--- config.mk ---
export PLATFORM = sky130hd
export DESIGN_NAME = binary_grid_threshold_smoother_unit_flat
export DESIGN_NICKNAME = d
export VERILOG_FILES = /design/src/bgts_pkg.sv /design/src/bgts_if.sv /design/src/binary_grid_threshold_smoother_unit.sv /design/src/bgts_cell.sv /design/src/bgts_out_fifo.sv /design/src/flat_wrapper.sv
export SDC_FILE = /design/constraint.sdc
export NUM_CORES = 1
export LEC_CHECK = 0
export ABC_AREA = 0
export BUFFER_PORTS_ARGS = -buffer_cell sky130_fd_sc_hd__buf_2
export CAP_MARGIN = 25
export CORE_UTILIZATION = 40
export CTS_BUF_LIST = sky130_fd_sc_hd__clkbuf_16
export DETAILED_ROUTE_END_ITERATION = 10
export GPL_ROUTABILITY_DRIVEN = 0
export PLACE_DENSITY = 0.55
export SYNTH_ARGS = -nofsm -noshare
export SYNTH_HDL_FRONTEND = slang
export SYNTH_SLANG_ARGS = --single-unit
--- constraint.sdc ---
create_clock -name clk -period 7.7 [get_ports clk]
set_input_delay 1.155 -clock clk [delete_from_list [all_inputs] [get_ports clk]]
set_output_delay 1.155 -clock clk [all_outputs]
set_load 0.02 [all_outputs]
--- src/bgts_pkg.sv ---
// shared constants and types for the binary grid threshold smoother
`timescale 1ns / 1ps
package bgts_pkg;

	localparam int ROW_W      = 64;
	localparam int MAX_WIDTH  = 64;
	localparam int WIDTH_W    = 7;
	localparam int THR_W      = 4;
	localparam int CNT_W      = 4;
	localparam int COL_SUM_W  = 2;
	localparam int COL_IDX_W  = $clog2(ROW_W);
	localparam int CFG_IDX_W  = 2;
	localparam int CFG_DATA_W = 7;
	localparam int FIFO_DEPTH = 2;

	localparam logic [WIDTH_W-1:0] ROW_WIDTH_RESET      = 7'd25;
	localparam logic [THR_W-1:0]   WALL_THRESHOLD_RESET = 4'd5;

	localparam logic [CFG_IDX_W-1:0] REG_ROW_WIDTH      = 2'd0;
	localparam logic [CFG_IDX_W-1:0] REG_WALL_THRESHOLD = 2'd1;

	// control shared by every column cell
	typedef struct packed {
		logic               shift;
		logic               clear;
		logic               smooth;
		logic [WIDTH_W-1:0] width;
		logic [THR_W-1:0]   thr;
	} cell_ctrl_t;

	// results caused by one input row
	typedef struct packed {
		logic [ROW_W-1:0] res_row;
		logic             res_ok;
		logic [ROW_W-1:0] flush_row;
		logic             flush_ok;
	} out_entry_t;

endpackage

--- src/bgts_if.sv ---
// channel interfaces: input rows, result rows and configuration writes
`timescale 1ns / 1ps
interface bgts_row_if;
	import bgts_pkg::*;
	logic             valid;
	logic             ready;
	logic [ROW_W-1:0] in_row;
	logic             last_row;
	modport source (output valid, output in_row, output last_row, input ready);
	modport sink (input valid, input in_row, input last_row, output ready);
endinterface

interface bgts_res_if;
	import bgts_pkg::*;
	logic             valid;
	logic             ready;
	logic [ROW_W-1:0] out_row;
	logic             out_last;
	modport source (output valid, output out_row, output out_last, input ready);
	modport sink (input valid, input out_row, input out_last, output ready);
endinterface

interface bgts_cfg_if;
	import bgts_pkg::*;
	logic                  valid;
	logic                  ready;
	logic [CFG_IDX_W-1:0]  idx;
	logic [CFG_DATA_W-1:0] data;
	modport source (output valid, output idx, output data, input ready);
	modport sink (input valid, input idx, input data, output ready);
endinterface

--- src/binary_grid_threshold_smoother_unit.sv ---
// top level: config registers, row counter, column cell chain and result queue
`timescale 1ns / 1ps
// One smoothing pass over a binary wall/floor grid streamed one row per request, with
// the bottom row marked by last_row. Each column is a small cell holding that column's
// two previous rows; it shares its vertical wall count with its neighbors so all 3x3
// counts form in parallel. A row is taken every cycle: the first row of a
// frame yields nothing, later rows yield the row above (top row unchanged, others
// smoothed), and the last row also yields itself with out_last set. Results go
// through a two-entry queue; the input stalls only while that queue is full.
// Configuration writes (row_width, wall_threshold) are always ready and
// belong between frames.
module binary_grid_threshold_smoother_unit import bgts_pkg::*; (
	input  logic       clk,
	input  logic       arst_n,
	bgts_cfg_if.sink   cfg,
	bgts_row_if.sink   row_in,
	bgts_res_if.source row_out
);

	logic [WIDTH_W-1:0]   row_width_q;
	logic [THR_W-1:0]     wall_threshold_q;
	logic [1:0]           rows_seen_q;
	logic                 accept;
	logic                 full;
	logic                 push;
	cell_ctrl_t           ctrl;
	out_entry_t           entry;
	logic [COL_SUM_W-1:0] col_sum [ROW_W];
	logic [ROW_W-1:0]     res_bits;
	logic [ROW_W-1:0]     flush_bits;

	assign cfg.ready = 1'b1;

	always_ff @(posedge clk or negedge arst_n) begin
		if (!arst_n) begin
			row_width_q      <= ROW_WIDTH_RESET;
			wall_threshold_q <= WALL_THRESHOLD_RESET;
		end else if (cfg.valid) begin
			case (cfg.idx)
				REG_ROW_WIDTH: begin
					row_width_q <= cfg.data[WIDTH_W-1:0];
				end
				REG_WALL_THRESHOLD: begin
					wall_threshold_q <= cfg.data[THR_W-1:0];
				end
				default: begin
				end
			endcase
		end
	end

	assign row_in.ready = !full;
	assign accept       = row_in.valid && row_in.ready;

	always_ff @(posedge clk or negedge arst_n) begin
		if (!arst_n) begin
			rows_seen_q <= 2'd0;
		end else if (accept) begin
			if (row_in.last_row) begin
				rows_seen_q <= 2'd0;
			end else if (rows_seen_q != 2'd2) begin
				rows_seen_q <= rows_seen_q + 2'd1;
			end
		end
	end

	always_comb begin
		ctrl.shift  = accept && !row_in.last_row;
		ctrl.clear  = accept && row_in.last_row;
		ctrl.smooth = (rows_seen_q == 2'd2);
		ctrl.width  = (row_width_q > WIDTH_W'(MAX_WIDTH)) ? WIDTH_W'(MAX_WIDTH) : row_width_q;
		ctrl.thr    = wall_threshold_q;
	end

	for (genvar i = 0; i < ROW_W; i++) begin : g_col
		logic [COL_SUM_W-1:0] left_sum;
		logic [COL_SUM_W-1:0] right_sum;
		if (i == 0) begin : g_left_edge
			assign left_sum = '0;
		end else begin : g_left
			assign left_sum = col_sum[i-1];
		end
		if (i == ROW_W - 1) begin : g_right_edge
			assign right_sum = '0;
		end else begin : g_right
			assign right_sum = col_sum[i+1];
		end
		bgts_cell u_cell (
			.clk       (clk),
			.arst_n    (arst_n),
			.ctrl      (ctrl),
			.col_idx   (COL_IDX_W'(i)),
			.in_bit    (row_in.in_row[i]),
			.left_sum  (left_sum),
			.right_sum (right_sum),
			.col_sum   (col_sum[i]),
			.res_bit   (res_bits[i]),
			.flush_bit (flush_bits[i])
		);
	end

	// first row of a frame only loads the cells unless it is also the last
	assign push = accept && ((rows_seen_q != 2'd0) || row_in.last_row);

	always_comb begin
		entry.res_row   = res_bits;
		entry.res_ok    = (rows_seen_q != 2'd0);
		entry.flush_row = flush_bits;
		entry.flush_ok  = row_in.last_row;
	end

	bgts_out_fifo u_out_fifo (
		.clk        (clk),
		.arst_n     (arst_n),
		.push       (push),
		.push_entry (entry),
		.full       (full),
		.res_out    (row_out)
	);

`ifndef NO_ASSERTIONS
	a_last_clears: assert property (@(posedge clk) disable iff (!arst_n)
		accept && row_in.last_row |=> rows_seen_q == 2'd0)
		else $error("row count not cleared after last row");
	a_count_range: assert property (@(posedge clk) disable iff (!arst_n)
		rows_seen_q != 2'd3)
		else $error("row count beyond two");
	a_first_row: assert property (@(posedge clk) disable iff (!arst_n)
		accept && !row_in.last_row && rows_seen_q == 2'd0 |=> rows_seen_q == 2'd1)
		else $error("first row not counted");
	a_no_push_full: assert property (@(posedge clk) disable iff (!arst_n)
		push |-> !full)
		else $error("result queue written while full");
`endif

endmodule

--- src/bgts_cell.sv ---
// one grid column: holds upper and middle bits and forms the smoothed bit
`timescale 1ns / 1ps
module bgts_cell import bgts_pkg::*; (
	input  logic                 clk,
	input  logic                 arst_n,
	input  cell_ctrl_t           ctrl,
	input  logic [COL_IDX_W-1:0] col_idx,
	input  logic                 in_bit,
	input  logic [COL_SUM_W-1:0] left_sum,
	input  logic [COL_SUM_W-1:0] right_sum,
	output logic [COL_SUM_W-1:0] col_sum,
	output logic                 res_bit,
	output logic                 flush_bit
);

	logic               up_q;
	logic               mid_q;
	logic [CNT_W-1:0]   cnt;
	logic [WIDTH_W-1:0] idx_ext;
	logic               in_width;
	logic               interior;

	always_ff @(posedge clk or negedge arst_n) begin
		if (!arst_n) begin
			up_q  <= 1'b0;
			mid_q <= 1'b0;
		end else if (ctrl.clear) begin
			up_q  <= 1'b0;
			mid_q <= 1'b0;
		end else if (ctrl.shift) begin
			up_q  <= mid_q;
			mid_q <= in_bit;
		end
	end

	// vertical count handed to both neighbors
	assign col_sum = {1'b0, up_q} + {1'b0, mid_q} + {1'b0, in_bit};

	assign idx_ext  = {{(WIDTH_W-COL_IDX_W){1'b0}}, col_idx};
	assign in_width = idx_ext < ctrl.width;
	assign interior = (col_idx != '0) && ((idx_ext + 7'd1) < ctrl.width);
	assign cnt      = CNT_W'(left_sum) + CNT_W'(col_sum) + CNT_W'(right_sum);

	always_comb begin
		res_bit = mid_q & in_width;
		if (ctrl.smooth && interior) begin
			res_bit = (cnt >= ctrl.thr);
		end
	end

	assign flush_bit = in_bit & in_width;

endmodule

--- src/bgts_out_fifo.sv ---
// two-entry result queue, each entry sends one or two result rows
`timescale 1ns / 1ps
module bgts_out_fifo import bgts_pkg::*; (
	input  logic         clk,
	input  logic         arst_n,
	input  logic         push,
	input  out_entry_t   push_entry,
	output logic         full,
	bgts_res_if.source   res_out
);

	localparam int PTR_W = $clog2(FIFO_DEPTH);
	localparam int CNT_Q_W = $clog2(FIFO_DEPTH + 1);

	out_entry_t         mem_q [FIFO_DEPTH];
	logic [PTR_W-1:0]   wr_ptr_q;
	logic [PTR_W-1:0]   rd_ptr_q;
	logic [CNT_Q_W-1:0] count_q;
	logic               phase_q;
	out_entry_t         head;
	logic               show_res;
	logic               take;
	logic               pop;

	assign head     = mem_q[rd_ptr_q];
	assign show_res = head.res_ok && !phase_q;
	assign full     = (count_q == CNT_Q_W'(FIFO_DEPTH));

	assign res_out.valid    = (count_q != '0);
	assign res_out.out_row  = show_res ? head.res_row : head.flush_row;
	assign res_out.out_last = !show_res;

	assign take = res_out.valid && res_out.ready;
	// entry is done unless a flush row still follows the smoothed one
	assign pop  = take && !(show_res && head.flush_ok);

	always_ff @(posedge clk) begin
		if (push) begin
			mem_q[wr_ptr_q] <= push_entry;
		end
	end

	always_ff @(posedge clk or negedge arst_n) begin
		if (!arst_n) begin
			wr_ptr_q <= '0;
			rd_ptr_q <= '0;
			count_q  <= '0;
			phase_q  <= 1'b0;
		end else begin
			if (push) begin
				wr_ptr_q <= (wr_ptr_q == PTR_W'(FIFO_DEPTH - 1)) ? '0 : wr_ptr_q + 1'b1;
			end
			if (pop) begin
				rd_ptr_q <= (rd_ptr_q == PTR_W'(FIFO_DEPTH - 1)) ? '0 : rd_ptr_q + 1'b1;
				phase_q  <= 1'b0;
			end else if (take) begin
				phase_q <= 1'b1;
			end
			if (push && !pop) begin
				count_q <= count_q + 1'b1;
			end else if (pop && !push) begin
				count_q <= count_q - 1'b1;
			end
		end
	end

endmodule

--- src/flat_wrapper.sv ---
// flat-port wrapper written by rule: the top's interface ports become plain ports
module binary_grid_threshold_smoother_unit_flat import bgts_pkg::*;
  (clk, arst_n, cfg_valid, cfg_idx, cfg_data, cfg_ready, row_in_valid, row_in_in_row, row_in_last_row, row_in_ready, row_out_valid, row_out_out_row, row_out_out_last, row_out_ready);
  bgts_cfg_if cfg_i ();
  bgts_row_if row_in_i ();
  bgts_res_if row_out_i ();
  input  logic clk;
  input  logic arst_n;
  input wire logic [$bits(cfg_i.valid)-1:0] cfg_valid;
  input wire logic [$bits(cfg_i.idx)-1:0] cfg_idx;
  input wire logic [$bits(cfg_i.data)-1:0] cfg_data;
  output wire logic [$bits(cfg_i.ready)-1:0] cfg_ready;
  input wire logic [$bits(row_in_i.valid)-1:0] row_in_valid;
  input wire logic [$bits(row_in_i.in_row)-1:0] row_in_in_row;
  input wire logic [$bits(row_in_i.last_row)-1:0] row_in_last_row;
  output wire logic [$bits(row_in_i.ready)-1:0] row_in_ready;
  output wire logic [$bits(row_out_i.valid)-1:0] row_out_valid;
  output wire logic [$bits(row_out_i.out_row)-1:0] row_out_out_row;
  output wire logic [$bits(row_out_i.out_last)-1:0] row_out_out_last;
  input wire logic [$bits(row_out_i.ready)-1:0] row_out_ready;
  assign cfg_i.valid = cfg_valid;
  assign cfg_i.idx = cfg_idx;
  assign cfg_i.data = cfg_data;
  assign cfg_ready = cfg_i.ready;
  assign row_in_i.valid = row_in_valid;
  assign row_in_i.in_row = row_in_in_row;
  assign row_in_i.last_row = row_in_last_row;
  assign row_in_ready = row_in_i.ready;
  assign row_out_valid = row_out_i.valid;
  assign row_out_out_row = row_out_i.out_row;
  assign row_out_out_last = row_out_i.out_last;
  assign row_out_i.ready = row_out_ready;
  binary_grid_threshold_smoother_unit u_core (.clk(clk), .arst_n(arst_n), .cfg(cfg_i), .row_in(row_in_i), .row_out(row_out_i));
endmodule
==> results.sh <==
export IMPL_status="completed"
export IMPL_arrival_ns=3.32
export IMPL_switchingPower_uw=5990
export IMPL_cap_violations=0
export IMPL_ant_nets=0
export IMPL_whs_ns=0.500
export IMPL_synth_seq_cells=406
export IMPL_synthCells=2276
export IMPL_first_global_vias=19700
export IMPL_p_int_uw=7980
export IMPL_period_share=0.581
export IMPL_grt_max_degree=98
export IMPL_drive_gt1_frac=0.143
export IMPL_yosys_warnings=0
export IMPL_synthMuxAreaShare=0.0636
export IMPL_fin_tns_setup_ns=0
export IMPL_leakage_uw=0.0136
export IMPL_avgSynthCellArea_um2=12.4
export IMPL_max_freq_mhz=224
export IMPL_clkLatencyLatePin_ns=0.59
export IMPL_switching_share=0.429
export IMPL_fin_nets=3046
export IMPL_dp_cells=3294
export IMPL_die_area_um2=71600
export IMPL_hp_class="reg -> reg"
export IMPL_cts_resized=0
export IMPL_avgRoutedWirePerCell_um=22.5
export IMPL_finalSetupViolCount=0
export IMPL_areaGrowthSynthToFinish_pct=11.6
export IMPL_worst_setup_path_start_kind="flip-flop"
export IMPL_clk_pin_slew_ns=0.06
export IMPL_die_x_um=268
export IMPL_grt_pass1_wl_um=119000
export IMPL_end_kind="output port"
export IMPL_crit_required_ns=6.55
export IMPL_drt_vias_per_instance=5.47
export IMPL_r2r_slack_ns=4.12
export IMPL_final_core_util=0.451
export IMPL_overflow=0
export IMPL_synth_seq_area_share=0.406
export IMPL_grt_antenna_before_repair=2
export IMPL_port_buffers=145
export IMPL_numCtsBuffers=46
export IMPL_syn_nets=2918
export IMPL_setup_slack_ns=3.23
export IMPL_drtPass1Iterations=5
export IMPL_hold_buffers=0
export IMPL_worstPathCellList="mux2i_1 -> nor2_4 -> buf_4 -> mux4_2 -> buf_2"
export IMPL_crit_slowest_cell="dfrtp_4"
export IMPL_synth_fa_ha_area_frac=0.299
export IMPL_synth_compound_area_share=0.100
export IMPL_yosys_area_share_simple=0.102
export IMPL_dp_hpwl_um=52700
export IMPL_fin_cells=3382
export IMPL_synth_area_um2=28200
export IMPL_synth_xor_area_frac=0.00155
export IMPL_die_height_um=268
export IMPL_htreeDepth=2
export IMPL_synth_top_family_by_area="adder cells"
export IMPL_comb_power_share=0.599
export IMPL_vdd_drop_max_mv=0.219
export IMPL_finalMaxSlewViolations=0
export IMPL_cpPeakStageDelay_ns=0.90
export IMPL_drt_iter0_drc=1142
export IMPL_clk_path_buf_depth=3
export IMPL_cts_tree="yes"
export IMPL_pre_cts_ws_ns=3.22
export IMPL_clock_sinks=406
export IMPL_ys_types=74
export IMPL_start_util=0.404
export IMPL_power_density_nw_per_um2=443
export IMPL_rsz0062_at_grt="false"
export IMPL_core_area_um2=69900
export IMPL_maxSlewHeadroom=0.330
export IMPL_synth_edf_count=260
export IMPL_grtUsageTotal=0.220
export IMPL_p_seq_frac=0.247
export IMPL_pin_count=147
export IMPL_post_cts_buffers=0
export IMPL_worstSetupPathType="reg -> out"
export IMPL_rows=97
export IMPL_crit_path_max_fanout=49
export IMPL_final_common_cell="ha_1"
export IMPL_tightest_slew_ns=1.01
export IMPL_drc=0
export IMPL_period_needed_ns=4.47
export IMPL_synthArstFlopShare=0.360
export IMPL_p_clk_frac=0.154
export IMPL_ys_flop_type="edfxtp_1"
export IMPL_clock_root_buffer="clkbuf_16"
export IMPL_fin_skew_ns=0.0156
export IMPL_vias=18500
export IMPL_wirelength_um=76000
export IMPL_hold_viol_final=0
export IMPL_mostFrequentLayoutCells="374 x ha_1, 260 x edfxtp_1, 215 x nand2_1"
==> critical path: cells and delay by family, from the launching register on <==
kind          cells  cell delay [ns]
flops             1             0.90
simple gates      1             0.12
mux               2             0.72
buf+inv           2             0.96
==> routing by layer <==
layer / up-vias / global-route usage / share of wire
met3: 116 / 0.0324 / 0.049
met2: 399 / 0.372 / 0.49
met5: - / 0 / 0
met1: 9444 / 0.291 / 0.43
li1: 8541 / - / -
met4: 0 / 0.0678 / 0.030
==> synthesized netlist by cell type (all sizes together) (3+ instances only) <==
| master | number | area, um2 |
|---|---|---|
| o21ai | 204 | 1020 |
| dfstp | 5 | 131 |
| nor3 | 14 | 75.1 |
| edfxtp | 260 | 7810 |
| mux2i | 22 | 220 |
| xnor2 | 3 | 26.3 |
| a21boi | 11 | 82.6 |
| a21oi | 101 | 505 |
| a31o | 4 | 35.0 |
| a22o | 3 | 26.3 |
| fa | 188 | 3760 |
| ha | 375 | 4690 |
| o21bai | 4 | 30.0 |
| o21a | 35 | 263 |
| mux2 | 12 | 135 |
| a21o | 9 | 67.6 |
| or2 | 4 | 25.0 |
| nor2b | 15 | 93.8 |
| o211ai | 7 | 52.6 |
| and2 | 28 | 175 |
| buf | 49 | 263 |
| and3 | 17 | 106 |
| o31ai | 9 | 67.6 |
| nand3b | 8 | 60.1 |
| a32o | 15 | 150 |
| inv | 87 | 327 |
| nand2 | 216 | 811 |
| a211o | 7 | 61.3 |
| nand3 | 14 | 70.1 |
| nand2b | 188 | 1180 |
| a221oi | 5 | 43.8 |
| a211oi | 21 | 163 |
| dfrtp | 141 | 3530 |
| a31oi | 6 | 37.5 |
| o22ai | 4 | 25.0 |
| mux4 | 64 | 1440 |
| nor2 | 37 | 141 |
| clkbuf | 44 | 165 |
==> state kept, by name, summed over array words and instances (netlist names) <==
| name | count |
|---|---|
| u_core.wall_threshold_q | 4 |
| u_core.row_width_q | 7 |
| u_core.u_out_fifo.phase_q | 1 |
| u_core.u_out_fifo.count_q | 2 |
| u_core.u_out_fifo.rd_ptr_q | 1 |
| u_core.u_out_fifo.mem_q | 260 |
| u_core.u_out_fifo.wr_ptr_q | 1 |
| u_core.rows_seen_q | 2 |
| u_core.g_col.u_cell.up_q | 64 |
| u_core.g_col.u_cell.mid_q | 64 |
==> path summary, 6_finish.rpt <==
kind / from / to / cells after the start
max: u_core.u_out_fifo.rd_ptr_q / row_out_out_row[1] / 5
min: u_core.u_out_fifo.count_q[1] / u_core.u_out_fifo.count_q[1] / 1
max reg2reg: u_core.g_col[2].u_cell.mid_q / u_core.u_out_fifo.mem_q[1][67] / 12
min reg2reg: u_core.u_out_fifo.count_q[1] / u_core.u_out_fifo.count_q[1] / 1
max in group asynchronous: arst_n / u_core.row_width_q[3] / 3
min in group asynchronous: arst_n / u_core.g_col[28].u_cell.up_q / 1
==> final cells by class <==
cell class	instances	area (um2)
fill	6451	38400
multi-input combinational	1688	16000
sequential	406	11500
clock buffer	47	1180
tap	940	1180
timing repair buffer	173	1020
inverter	89	334
clock inverter	38	287
antenna	1	2.50
==> power groups by stage <==
stage | clock (uW) | sequential (uW) | combinational (uW)
CTS | 2220 | 3460 | 8490
global route | 2290 | 3530 | 9660
global placement | 0 | 3470 | 7930
floorplan | 0 | 3380 | 6150
finish | 2160 | 3450 | 8360
detailed placement | 0 | 3500 | 8420
==> kinds of logic after synthesis <==
group | after synthesis
adders and majority gates | 563
and+or+nand+nor | 554
AOI/OAI and AO/OA | 467
DFF | 406
buffers and inverters | 182
muxes | 98
xor gates and xnor gates | 5
other | 1
==> stage by stage <==
stage	power (uW)	cell area (um2)
floorplan	9530	28200
global placement	11400	30000
detailed placement	11900	30000
CTS	14200	31500
global route	15500	31500
finish	14000	31500
Note: power is estimated with default switching activity, not from simulation.
